File: src/rtl/assert_macros.svh
// Assertion helpers included by the RTL file that carries checks.
`ifndef ASSERT_MACROS_SVH
`define ASSERT_MACROS_SVH

// The consequent must hold in the same cycle as the antecedent.
`define ASSERT_SAME(label, ante, cons, msg) \
    label: assert property (@(posedge clk) disable iff (!rst_n) (ante) |-> (cons)) \
        else $error(msg);

// The consequent must hold in the cycle after the antecedent.
`define ASSERT_NEXT(label, ante, cons, msg) \
    label: assert property (@(posedge clk) disable iff (!rst_n) (ante) |=> (cons)) \
        else $error(msg);

`endif

File: src/rtl/vir_pkg.sv
package vir_pkg;

    // Operation codes of an input word.
    localparam logic [1:0] MODE_READ    = 2'd0;
    localparam logic [1:0] MODE_WRITE   = 2'd1;
    localparam logic [1:0] MODE_LOCATE  = 2'd2;
    localparam logic [1:0] MODE_CONVERT = 2'd3;

    // Register word offsets that the block decodes.
    localparam logic [3:0] REG_CTRL      = 4'd0;
    localparam logic [3:0] REG_ORIGIN    = 4'd1;
    localparam logic [3:0] REG_WIDTH     = 4'd2;
    localparam logic [3:0] REG_V_INTR    = 4'd3;
    localparam logic [3:0] REG_V_CURRENT = 4'd4;
    localparam logic [3:0] REG_V_SYNC    = 4'd6;
    localparam logic [3:0] REG_H_VIDEO   = 4'd9;
    localparam logic [3:0] REG_V_VIDEO   = 4'd10;
    localparam logic [3:0] REG_X_SCALE   = 4'd12;
    localparam logic [3:0] REG_Y_SCALE   = 4'd13;

    // Pixel format field in the control register.
    localparam logic [1:0] PMODE_32 = 2'd3;

    // Halfline divider: a fixed numerator, one quotient bit per step.
    localparam int unsigned     SYNC_BITS      = 21;
    localparam int unsigned     DIV_CNT_W      = 5;
    localparam logic [20:0]     SYNC_NUMERATOR = 21'd1562500;
    localparam logic [DIV_CNT_W-1:0] DIV_LAST_BIT = DIV_CNT_W'(SYNC_BITS - 1);

    // Reset and default values.
    localparam logic [11:0] DEFAULT_SCALE   = 12'd512;
    localparam logic [9:0]  INTR_LINE_RESET = 10'd256;

    // Widen a 5-bit color channel to 8 bits by bit replication.
    function automatic logic [7:0] widen5(input logic [4:0] c);
        return {c, c[4:2]};
    endfunction

endpackage

File: src/rtl/video_interface_registers.sv
// Video interface register bank with scanout helpers.
// Input channel (in_valid/in_ready) carries one word per operation: register
// read, register write, pixel locate or pixel convert. Output channel
// (out_valid/out_ready) returns exactly one result word per input word, with
// the display size and halfline cycle count as they stand after the operation.
// The block takes one word at a time: in_ready is high only while the sequencer
// is idle. After acceptance a word goes through these steps: the register
// access, then three passes through one shared 12x12 multiplier (pixel index,
// display width, display height), then the output load. A write to the
// vertical sync register with a nonzero divisor adds a restoring division
// before the multiplier passes, one quotient bit per cycle for all 21 bits.
// The result sits in an output register; the next word is accepted while it
// waits, and the sequencer only holds in its final step if the previous
// result has still not been taken when the new one is ready.
// Reset (rst_n low) clears the architectural registers to their reset values
// (interrupt line 256, all others zero) and empties the output register.
`include "assert_macros.svh"
module video_interface_registers
    import vir_pkg::*;
(
    input  logic        clk,
    input  logic        rst_n,
    input  logic        in_valid,
    output logic        in_ready,
    input  logic [1:0]  mode,
    input  logic [3:0]  reg_index,
    input  logic [31:0] write_data,
    input  logic [11:0] pixel_x,
    input  logic [11:0] pixel_y,
    input  logic [31:0] pixel_raw,
    output logic        out_valid,
    input  logic        out_ready,
    output logic [31:0] read_data,
    output logic        irq_clear,
    output logic [23:0] pixel_address,
    output logic [31:0] pixel_color,
    output logic        pixel_valid,
    output logic [11:0] display_width,
    output logic [10:0] display_height,
    output logic [20:0] halfline_cycles
);

    localparam logic [2:0] ST_IDLE = 3'd0;
    localparam logic [2:0] ST_EXEC = 3'd1;
    localparam logic [2:0] ST_DIV  = 3'd2;
    localparam logic [2:0] ST_MADR = 3'd3;
    localparam logic [2:0] ST_MWID = 3'd4;
    localparam logic [2:0] ST_MHGT = 3'd5;
    localparam logic [2:0] ST_DONE = 3'd6;

    logic [2:0]  state_reg;
    logic [2:0]  state_next;

    // Architectural registers.
    logic [31:0] control_reg;
    logic [23:0] origin_reg;
    logic [11:0] stride_reg;
    logic [9:0]  intr_line_reg;
    logic [9:0]  h_start_reg;
    logic [9:0]  h_end_reg;
    logic [9:0]  v_start_reg;
    logic [9:0]  v_end_reg;
    logic [11:0] x_scale_reg;
    logic [11:0] y_scale_reg;
    logic [20:0] halfline_reg;

    // Captured input word.
    logic [1:0]  mode_reg;
    logic [3:0]  index_reg;
    logic [31:0] wdata_reg;
    logic [11:0] px_reg;
    logic [11:0] py_reg;
    logic [31:0] raw_reg;

    // Working results.
    logic [31:0] rdata_work_reg;
    logic        irq_work_reg;
    logic [23:0] pix_index_reg;
    logic [11:0] dw_work_reg;
    logic [10:0] dh_work_reg;

    // Divider state.
    logic [DIV_CNT_W-1:0] div_cnt_reg;
    logic [30:0] div_den_reg;
    logic [20:0] div_rem_reg;
    logic [19:0] div_quo_reg;

    // Output register.
    logic        out_valid_reg;
    logic [31:0] read_data_reg;
    logic        irq_clear_reg;
    logic [23:0] pixel_address_reg;
    logic [31:0] pixel_color_reg;
    logic        pixel_valid_reg;
    logic [11:0] display_width_reg;
    logic [10:0] display_height_reg;
    logic [20:0] halfline_out_reg;

    logic        in_fire;
    logic        out_load;
    logic        sync_start;

    assign in_ready = (state_reg == ST_IDLE);
    assign in_fire  = in_valid && in_ready;
    assign out_load = (state_reg == ST_DONE) && (!out_valid_reg || out_ready);

    // A sync write with a nonzero divisor starts the divider.
    assign sync_start = (mode_reg == MODE_WRITE) && (index_reg == REG_V_SYNC)
                        && (wdata_reg[31:1] != 31'd0);

    // Register read decode.
    logic [31:0] read_mux;
    always_comb
    begin
        case (index_reg)
            REG_CTRL:    read_mux = control_reg;
            REG_ORIGIN:  read_mux = {8'd0, origin_reg};
            REG_WIDTH:   read_mux = {20'd0, stride_reg};
            REG_V_INTR:  read_mux = {22'd0, intr_line_reg};
            REG_H_VIDEO: read_mux = {6'd0, h_start_reg, 6'd0, h_end_reg};
            REG_V_VIDEO: read_mux = {6'd0, v_start_reg, 6'd0, v_end_reg};
            REG_X_SCALE: read_mux = {20'd0, x_scale_reg};
            REG_Y_SCALE: read_mux = {20'd0, y_scale_reg};
            default:     read_mux = 32'd0;
        endcase
    end

    // One restoring division step: bring down the next numerator bit.
    logic [21:0] div_trial;
    logic [30:0] div_diff;
    logic        div_ge;
    assign div_trial = {div_rem_reg, SYNC_NUMERATOR[div_cnt_reg]};
    assign div_ge    = {9'd0, div_trial} >= div_den_reg;
    assign div_diff  = {9'd0, div_trial} - div_den_reg;

    // Spans and effective scales for the display size.
    logic [9:0]  h_span;
    logic [8:0]  v_half_span;
    logic [9:0]  v_diff;
    logic [11:0] x_eff;
    logic [11:0] y_eff;
    assign h_span      = (h_end_reg > h_start_reg) ? h_end_reg - h_start_reg : 10'd0;
    assign v_diff      = (v_end_reg > v_start_reg) ? v_end_reg - v_start_reg : 10'd0;
    assign v_half_span = v_diff[9:1];
    assign x_eff       = (x_scale_reg != 12'd0) ? x_scale_reg : DEFAULT_SCALE;
    assign y_eff       = (y_scale_reg != 12'd0) ? y_scale_reg : DEFAULT_SCALE;

    // Shared multiplier, operands chosen by the sequencer step.
    logic [11:0] mul_a;
    logic [11:0] mul_b;
    logic [23:0] mul_p;
    always_comb
    begin
        case (state_reg)
            ST_MWID:
            begin
                mul_a = {2'd0, h_span};
                mul_b = x_eff;
            end
            ST_MHGT:
            begin
                mul_a = {3'd0, v_half_span};
                mul_b = y_eff;
            end
            default:
            begin
                mul_a = py_reg;
                mul_b = stride_reg;
            end
        endcase
    end
    assign mul_p = mul_a * mul_b;

    // Pixel address and color, formed when the result is loaded.
    logic        pix_ok;
    logic        pix_32;
    logic [23:0] addr_calc;
    logic [15:0] raw16_swap;
    logic [31:0] color_calc;
    assign pix_ok     = control_reg[1];
    assign pix_32     = (control_reg[1:0] == PMODE_32);
    assign addr_calc  = origin_reg + (pix_32 ? {pix_index_reg[21:0], 2'b00}
                                             : {pix_index_reg[22:0], 1'b0});
    assign raw16_swap = {raw_reg[7:0], raw_reg[15:8]};
    assign color_calc = pix_32 ? {raw_reg[7:0], raw_reg[15:8], raw_reg[23:16], raw_reg[31:24]}
                               : {8'hFF, widen5(raw16_swap[5:1]), widen5(raw16_swap[10:6]),
                                  widen5(raw16_swap[15:11])};

    // Sequencer next state.
    always_comb
    begin
        state_next = state_reg;
        case (state_reg)
            ST_IDLE: if (in_fire) state_next = ST_EXEC;
            ST_EXEC: state_next = sync_start ? ST_DIV : ST_MADR;
            ST_DIV:  if (div_cnt_reg == '0) state_next = ST_MADR;
            ST_MADR: state_next = ST_MWID;
            ST_MWID: state_next = ST_MHGT;
            ST_MHGT: state_next = ST_DONE;
            ST_DONE: if (out_load) state_next = ST_IDLE;
            default: state_next = ST_IDLE;
        endcase
    end

    // Control state and architectural registers.
    always_ff @(posedge clk or negedge rst_n)
    begin
        if (!rst_n)
        begin
            state_reg     <= ST_IDLE;
            out_valid_reg <= 1'b0;
            div_cnt_reg   <= '0;
            control_reg   <= 32'd0;
            origin_reg    <= 24'd0;
            stride_reg    <= 12'd0;
            intr_line_reg <= INTR_LINE_RESET;
            h_start_reg   <= 10'd0;
            h_end_reg     <= 10'd0;
            v_start_reg   <= 10'd0;
            v_end_reg     <= 10'd0;
            x_scale_reg   <= 12'd0;
            y_scale_reg   <= 12'd0;
            halfline_reg  <= 21'd0;
        end
        else
        begin
            state_reg <= state_next;

            if (out_load)
                out_valid_reg <= 1'b1;
            else if (out_ready)
                out_valid_reg <= 1'b0;

            if (state_reg == ST_EXEC && sync_start)
                div_cnt_reg <= DIV_LAST_BIT;
            else if (state_reg == ST_DIV && div_cnt_reg != '0)
                div_cnt_reg <= div_cnt_reg - 1'b1;

            // The final division step writes the quotient.
            if (state_reg == ST_DIV && div_cnt_reg == '0)
                halfline_reg <= {div_quo_reg, div_ge};

            // Register write effects.
            if (state_reg == ST_EXEC && mode_reg == MODE_WRITE)
            begin
                case (index_reg)
                    REG_CTRL:    control_reg   <= wdata_reg;
                    REG_ORIGIN:  origin_reg    <= wdata_reg[23:0];
                    REG_WIDTH:   stride_reg    <= wdata_reg[11:0];
                    REG_V_INTR:  intr_line_reg <= wdata_reg[9:0];
                    REG_H_VIDEO:
                    begin
                        h_end_reg   <= wdata_reg[9:0];
                        h_start_reg <= wdata_reg[25:16];
                    end
                    REG_V_VIDEO:
                    begin
                        v_end_reg   <= wdata_reg[9:0];
                        v_start_reg <= wdata_reg[25:16];
                    end
                    REG_X_SCALE: x_scale_reg   <= wdata_reg[11:0];
                    REG_Y_SCALE: y_scale_reg   <= wdata_reg[11:0];
                    default:     ;
                endcase
            end
        end
    end

    // Payload and working registers.
    always_ff @(posedge clk)
    begin
        if (in_fire)
        begin
            mode_reg  <= mode;
            index_reg <= reg_index;
            wdata_reg <= write_data;
            px_reg    <= pixel_x;
            py_reg    <= pixel_y;
            raw_reg   <= pixel_raw;
        end

        if (state_reg == ST_EXEC)
        begin
            rdata_work_reg <= (mode_reg == MODE_READ) ? read_mux : 32'd0;
            irq_work_reg   <= (mode_reg == MODE_WRITE) && (index_reg == REG_V_CURRENT);
            div_den_reg    <= wdata_reg[31:1];
            div_rem_reg    <= 21'd0;
            div_quo_reg    <= 20'd0;
        end

        if (state_reg == ST_DIV)
        begin
            div_rem_reg <= div_ge ? div_diff[20:0] : div_trial[20:0];
            div_quo_reg <= {div_quo_reg[18:0], div_ge};
        end

        if (state_reg == ST_MADR)
            pix_index_reg <= mul_p + {12'd0, px_reg};

        if (state_reg == ST_MWID)
            dw_work_reg <= mul_p[21:10];

        // The height is held aside so a result still waiting is not disturbed.
        if (state_reg == ST_MHGT)
            dh_work_reg <= mul_p[20:10];

        if (out_load)
        begin
            read_data_reg      <= rdata_work_reg;
            irq_clear_reg      <= irq_work_reg;
            pixel_address_reg  <= (mode_reg == MODE_LOCATE && pix_ok) ? addr_calc : 24'd0;
            pixel_color_reg    <= (mode_reg == MODE_CONVERT && pix_ok) ? color_calc : 32'd0;
            pixel_valid_reg    <= pix_ok;
            display_width_reg  <= dw_work_reg;
            display_height_reg <= dh_work_reg;
            halfline_out_reg   <= halfline_reg;
        end
    end

    assign out_valid       = out_valid_reg;
    assign read_data       = read_data_reg;
    assign irq_clear       = irq_clear_reg;
    assign pixel_address   = pixel_address_reg;
    assign pixel_color     = pixel_color_reg;
    assign pixel_valid     = pixel_valid_reg;
    assign display_width   = display_width_reg;
    assign display_height  = display_height_reg;
    assign halfline_cycles = halfline_out_reg;

    // Checks on the sequencer and result formation.
    `ASSERT_NEXT(a_fire_to_exec, in_fire, state_reg == ST_EXEC, "accepted word did not start")
    `ASSERT_SAME(a_div_cnt_range, state_reg == ST_DIV, div_cnt_reg <= DIV_LAST_BIT,
                 "divider step count out of range")
    `ASSERT_NEXT(a_div_stalls_input, state_reg == ST_DIV, !in_ready,
                 "input accepted during division")
    `ASSERT_SAME(a_irq_only_write, out_valid_reg && irq_clear_reg,
                 read_data_reg == 32'd0 && pixel_address_reg == 24'd0 && pixel_color_reg == 32'd0,
                 "interrupt clear with non-write payload")

endmodule

File: config.mk
export PLATFORM = sky130hd
export DESIGN_NAME = video_interface_registers
export DESIGN_NICKNAME = d
export VERILOG_FILES = /design/src/rtl/vir_pkg.sv /design/src/rtl/video_interface_registers.sv
export VERILOG_INCLUDE_DIRS = /design/src /design/src/rtl
export SDC_FILE = /design/constraint.sdc
export NUM_CORES = 1
export LEC_CHECK = 0
export BUFFER_PORTS_ARGS = -buffer_cell sky130_fd_sc_hd__buf_2
export CAP_MARGIN = 5
export CORE_ASPECT_RATIO = 2
export CORE_MARGIN = 2
export CORE_UTILIZATION = 50
export DETAILED_ROUTE_END_ITERATION = 6
export PLACE_DENSITY_LB_ADDON = 0.05
export SLEW_MARGIN = 20
export SYNTH_ARGS = -nofsm -noshare
export SYNTH_HDL_FRONTEND = slang
export SYNTH_SLANG_ARGS = --single-unit
File: constraint.sdc
create_clock -name clk -period 10.9 [get_ports clk]
set_clock_uncertainty 0.1 [all_clocks]
set_input_delay 1.635 -clock clk [delete_from_list [all_inputs] [get_ports clk]]
set_output_delay 1.635 -clock clk [all_outputs]
set_load 0.01 [all_outputs]
### Yosys cells after proc, flatten, opt, wreduce, memory -nomap -nowiden

Memory sizes are Yosys's and may differ from the RTL's.
Index checks and enable logic that the tools add are counted.
Widths: inputs -> output; s select.

| cells by class | value |
|---|---|
| add/sub/neg operators | 6 |
| multipliers | 1 |
| $lt $le $gt $ge | 4 |
| equal/unequal tests | 22 |
| multiplexer cells | 24 |
| reductions and logical operators | 33 |

Operator list:

| cell | count |
|---|---|
| $pmux 32 s8 | 1 |
| $mux 21 | 3 |
| $pmux 12 s2 | 2 |
| $mux 20 | 2 |
| $mux 32 | 1 |
| $ge 22x31->1 | 1 |
| $reduce_bool 31->1 | 1 |
| $add 24x24->24 | 1 |
| $mux 12 | 2 |
| $mux 24 | 1 |
| $reduce_bool 12->1 | 2 |
| $add 23x12->23 | 1 |
| $mul 12x12->23 | 1 |
| $pmux 3 s7 | 1 |
| $sub 21x21->21 | 1 |
| $gt 10x10->1 | 2 |
| $mux 10 | 2 |
| $sub 10x10->10 | 2 |
| $eq 4x4->1 const B | 4 |
| $reduce_and 2->1 | 8 |
| $logic_and 1x1->1 | 11 |
| $mux 5 | 2 |
| $eq 3x3->1 const B | 3 |
| $mux 3 | 3 |
| 21 further kinds | 32 |

| storage, ports and cells | value |
|---|---|
| flip-flop bits (word level) | 551 |
| bits in read-only memories | 32 |
| bits of input ports | 98 |
| logic and storage cells | 127 |
| memories kept | 1 |

Memories:

| memory | depth | bits a word | rd ports | clocked after Yosys merged registers in | wr ports | RTL line | RTL |
|---|---|---|---|---|---|---|---|
| (name not given) | 32 | 1 | 1 | 0 | 0 | video_interface_registers.sv:132 | `assign div_trial = {div_rem_reg, SYNC_NUMERATOR[div_cnt_reg]};` |

### Longest topological paths before layout

| depth | value |
|---|---|
| depth in word-level cells | 5 |
| gate-level depth with buffers | 34 |
| depth with buffers taken out | 34 |

### Worst setup path after synthesis

OpenSTA, ideal clock, no wires.

| timing path | value |
|---|---|
| path type | reg2reg |
| start point | register h_end_reg[0] |
| end point | register pix_index_reg[22], data pin |
| setup time | 0.268 ns |
| arrival | 7.499 ns |
| path slack | 3.033 ns |
| cell stages (with the launch flop) | 31 |
| path buffers | 0 |
| period minus slack after synthesis | 7.867 ns |
| cell sequence | dfrtp_1 > inv_1 > ha_1 > inv_1 > fa_1 > a21o_1 > a21oi_2 > o221ai_2 > a21o_1 > a21oi_2 > nor2_2 > a222oi_1 > or2_2 > fa_1 > fa_1 > inv_1 > fa_1 > fa_1 > inv_1 > fa_1 > inv_1 > ha_1 > nand3_1 > nor4_1 > nor2_1 > a21oi_1 > xor2_1 > nand4_1 > nor4b_2 > nand4b_1 > xnor3_1 |

| between the ends | value |
|---|---|
| word-level cells in the longest chain between the ends | 5 |

Ends and longest elaborated chain:

| item | RTL line | RTL |
|---|---|---|
| start, declared | video_interface_registers.sv:60 | `logic [9:0] h_end_reg;` |
| start signal, assigned | video_interface_registers.sv:253 | `h_end_reg <= wdata_reg[9:0];` |
| $sub 10x10->10 or $gt 10x10->1 (tied branches) | video_interface_registers.sv:142 | `assign h_span = (h_end_reg > h_start_reg) ? h_end_reg - h_start_reg : 10'd0;` |
| $mux 10 * | video_interface_registers.sv:142 |  |
| $pmux 12 s2 * | video_interface_registers.sv:154 | `case (state_reg)` |
| $mul 12x12->23 * | video_interface_registers.sv:172 | `assign mul_p = mul_a * mul_b;` |
| via mul_p[16] | video_interface_registers.sv:151 | `logic [23:0] mul_p;` |
| $add 23x12->23 * | video_interface_registers.sv:298 | `pix_index_reg <= mul_p + {12'd0, px_reg};` |
| end signal, assigned | video_interface_registers.sv:298 |  |
| end, declared | video_interface_registers.sv:78 | `logic [23:0] pix_index_reg;` |

Mark *: on every way through the listed nets, which the timed path passes. The rest lies on a longest branch.
A chain may end at the register's enable or synchronous reset.

### Worst setup path after layout

| timing path | value |
|---|---|
| start point | register state_reg[0] |
| end point | register pix_index_reg[22], data pin |

| between the ends | value |
|---|---|
| word-level cells in the longest chain between the ends | 4 |

Ends and longest elaborated chain:

| item | RTL line | RTL |
|---|---|---|
| start, declared | video_interface_registers.sv:51 | `logic [2:0] state_reg;` |
| start signal, assigned | video_interface_registers.sv:227 | `state_reg <= state_next;` |
| $eq 3x3->1 | video_interface_registers.sv:154 |  |
| $pmux 12 s2 | video_interface_registers.sv:154 |  |
| $mul 12x12->23 * | video_interface_registers.sv:172 |  |
| via mul_p[16] | video_interface_registers.sv:151 |  |
| $add 23x12->23 * | video_interface_registers.sv:298 |  |

Marked as above.

==> impl_metrics.env <==
export IMPL_final_min_clock_period_ns=9.04
export IMPL_cts_htree_levels=2
export IMPL_insertion_delay_ns=0.60
export IMPL_power_frac_comb=0.440
export IMPL_synth_flop_cell="edfxtp_1"
export IMPL_tightest_slew_ns=1.07
export IMPL_grt_usage=0.284
export IMPL_cpPeakStageDelay_ns=0.90
export IMPL_cts_root_buf="clkbuf_16"
export IMPL_avgViaCountPerCell=5.66
export IMPL_regArea_um2=15700
export IMPL_cts_sink_count=551
export IMPL_cp_common_cell="fa_1"
export IMPL_netlist_area_um2=28800
export IMPL_firstDrtPassIters=6
export IMPL_post_route_drc_count=0
export IMPL_cp_arrival_ns=9.28
export IMPL_drive_above_1_share=0.207
export IMPL_core_area_um2=57100
export IMPL_min_from="rdata_work_reg[2]"
export IMPL_yosys_cell_types_count=74
export IMPL_dp_cells=3307
export IMPL_drtIter0Drc=1274
export IMPL_setup_tns_ns=0
export IMPL_critPathBufInv=3
export IMPL_hp_class="flop to flop"
export IMPL_postPlaceCellArea_um2=31000
export IMPL_slew_viol_final=0
export IMPL_finalSetupViolCount=0
export IMPL_max_cap_violations=0
export IMPL_intPower_w=0.00559
export IMPL_final_cells=3400
export IMPL_seqPwrFrac=0.372
export IMPL_finalHoldViolCount=0
export IMPL_cts_inserted_buffers=49
export IMPL_fmax_mhz=111
export IMPL_grt_pass1_wl_um=125000
export IMPL_nFillCells=4875
export IMPL_multi_input_area_um2=12100
export IMPL_ys_seq_area_frac=0.544
export IMPL_async_reset_ff_frac=0.312
export IMPL_p_switching_w=0.00376
export IMPL_die_area_um2=59700
export IMPL_final_cell_area_um2=32600
export IMPL_p_clk_frac=0.188
export IMPL_vias=19240
export IMPL_p_leak_nw=14.3
export IMPL_totalWireLength_um=84300
export IMPL_layout_commonest_cell="edfxtp_1"
export IMPL_r2r_start="state_reg[0]"
export IMPL_synthCells=2347
export IMPL_cts_buffer_depth=3
export IMPL_io_buffer_count=233
export IMPL_die_x_um=174
export IMPL_crit_path_start="state_reg[0]"
export IMPL_synth_edf_count=379
export IMPL_start_util=0.505
export IMPL_cts_setup_buffers=0
export IMPL_rsz0062_at_grt="no"
export IMPL_synth_seq_cells=551
export IMPL_hold_buffers=0
export IMPL_dp_hpwl_um=64300
export IMPL_cts_resized=0
export IMPL_grt_pass1_vias=20062
export IMPL_place_congestion=0.971
export IMPL_ant_nets=0
export IMPL_synth_area_per_cell_um2=12.3
export IMPL_required_ns=11.14
export IMPL_path_class="flop to flop"
export IMPL_status="finished clean"
export IMPL_power_density_nw_per_um2=286
export IMPL_cp_max_fo=17
export IMPL_cp_start_kind="flop"
export IMPL_nets=2943
export IMPL_ir_drop_mv=0.213
export IMPL_most_common_layout_cells="edfxtp_1, nand2_1, buf_2"
export IMPL_swShare=0.402
export IMPL_slew_limit_headroom=0.287
export IMPL_path_clk_slew_ns=0.07
export IMPL_cp_slowest_cell="nor2b_2"
export IMPL_tritoncts="yes"
export IMPL_die_y_um=344
export IMPL_post_drt_wl_per_cell_um=24.8
export IMPL_syn_num_nets=2688
export IMPL_row_count=124
export IMPL_fin_crit_sh=0.829
export IMPL_critPathCaptureType="flop"
export IMPL_area_growth_pct=13.2
export IMPL_power_total_w=0.00935
export IMPL_io_pins=234
export IMPL_path_delay_family="simple AND/OR/NAND/NOR gates"
export IMPL_antenna_found_initial=3
export IMPL_synth_warnings=0
export IMPL_grt_ovfl_total=0
export IMPL_grt_max_degree=91
## per-layer routing
metal / up-vias / part of all wire / track usage
met5: - / 0.00012 / 0
met4: 2 / 0.073 / 0.181
met3: 188 / 0.036 / 0.0273
met2: 603 / 0.54 / 0.532
met1: 9620 / 0.35 / 0.304
li1: 8827 / - / -
## per-stage QoR
stage	hold slack, ns	util	setup WS, ns
finish	0.315	0.572	1.86
CTS	0.311	0.572	1.83
detailed placement	0.305	0.544	1.82
global placement	0.301	0.544	2.18
floorplan	0.300	-	3.03
global route	0.326	0.572	1.23
## cells in the mapped netlist, types with 33 or more instances
cell	instances	area, um^2
ha_1	139	1740
inv_1	215	807
clkbuf_1	58	218
xor2_1	39	342
o21ai_0	33	165
xnor2_1	53	464
fa_1	104	2080
nand2_1	272	1020
nor2_1	120	450
a21oi_1	106	531
and3_1	46	288
a21o_1	38	285
edfxtp_1	379	11400
dfrtp_1	171	4280
a22oi_1	66	495
mux2_2	163	1840
## power groups by stage
| stage | Clock, W | Sequential, W | Combinational (W) |
|---|---|---|---|
| 6_report | 0.00175 | 0.00348 | 0.00411 |
| 5_1_grt | 0.00185 | 0.00353 | 0.00456 |
| 2_1_floorplan | 0 | 0.00334 | 0.00288 |
| 4_1_cts | 0.00178 | 0.00348 | 0.00414 |
| 3_3_place_gp | 0 | 0.00351 | 0.00405 |
| 3_5_place_dp | 0 | 0.00352 | 0.00412 |
## final timing paths
| kind | to | slack [ns] | cells past startpoint |
|---|---|---|---|
| setup / recovery | pix_index_reg[22] | 1.86 | 25 |
| hold / removal | read_data[2] | 0.31 | 0 |
| setup reg to reg | pix_index_reg[22] | 1.86 | 25 |
| hold reg to reg | read_data[2] | 0.31 | 0 |
| max in group asynchronous | stride_reg[3] | 8.51 | 2 |
| min in group asynchronous | halfline_reg[14] | 0.89 | 1 |
## cells by family after synthesis
| kind of cell | Yosys count | share of synthesized area |
|---|---|---|
| flip-flops | 551 | 0.544 |
| buffers and inverters | 289 | 0.0379 |
| AND/OR/NAND/NOR | 616 | 0.0990 |
| XOR/XNOR | 95 | 0.0298 |
| multiplexers | 191 | 0.0733 |
| adder cells (fa/ha/maj) | 243 | 0.132 |
| AO/OA/AOI/OAI | 362 | 0.0837 |
## cell type report
type / instances / share of cell area
multi-input combinational: 1507 / 0.371
clock inverter: 24 / 0.00721
clock buffer: 66 / 0.0414
timing repair buffer: 277 / 0.0461
sequential: 551 / 0.480
antenna: 3 / 0.000230
inverter: 216 / 0.0248
tap: 756 / 0.0290
(Power assumes the default switching activity.)
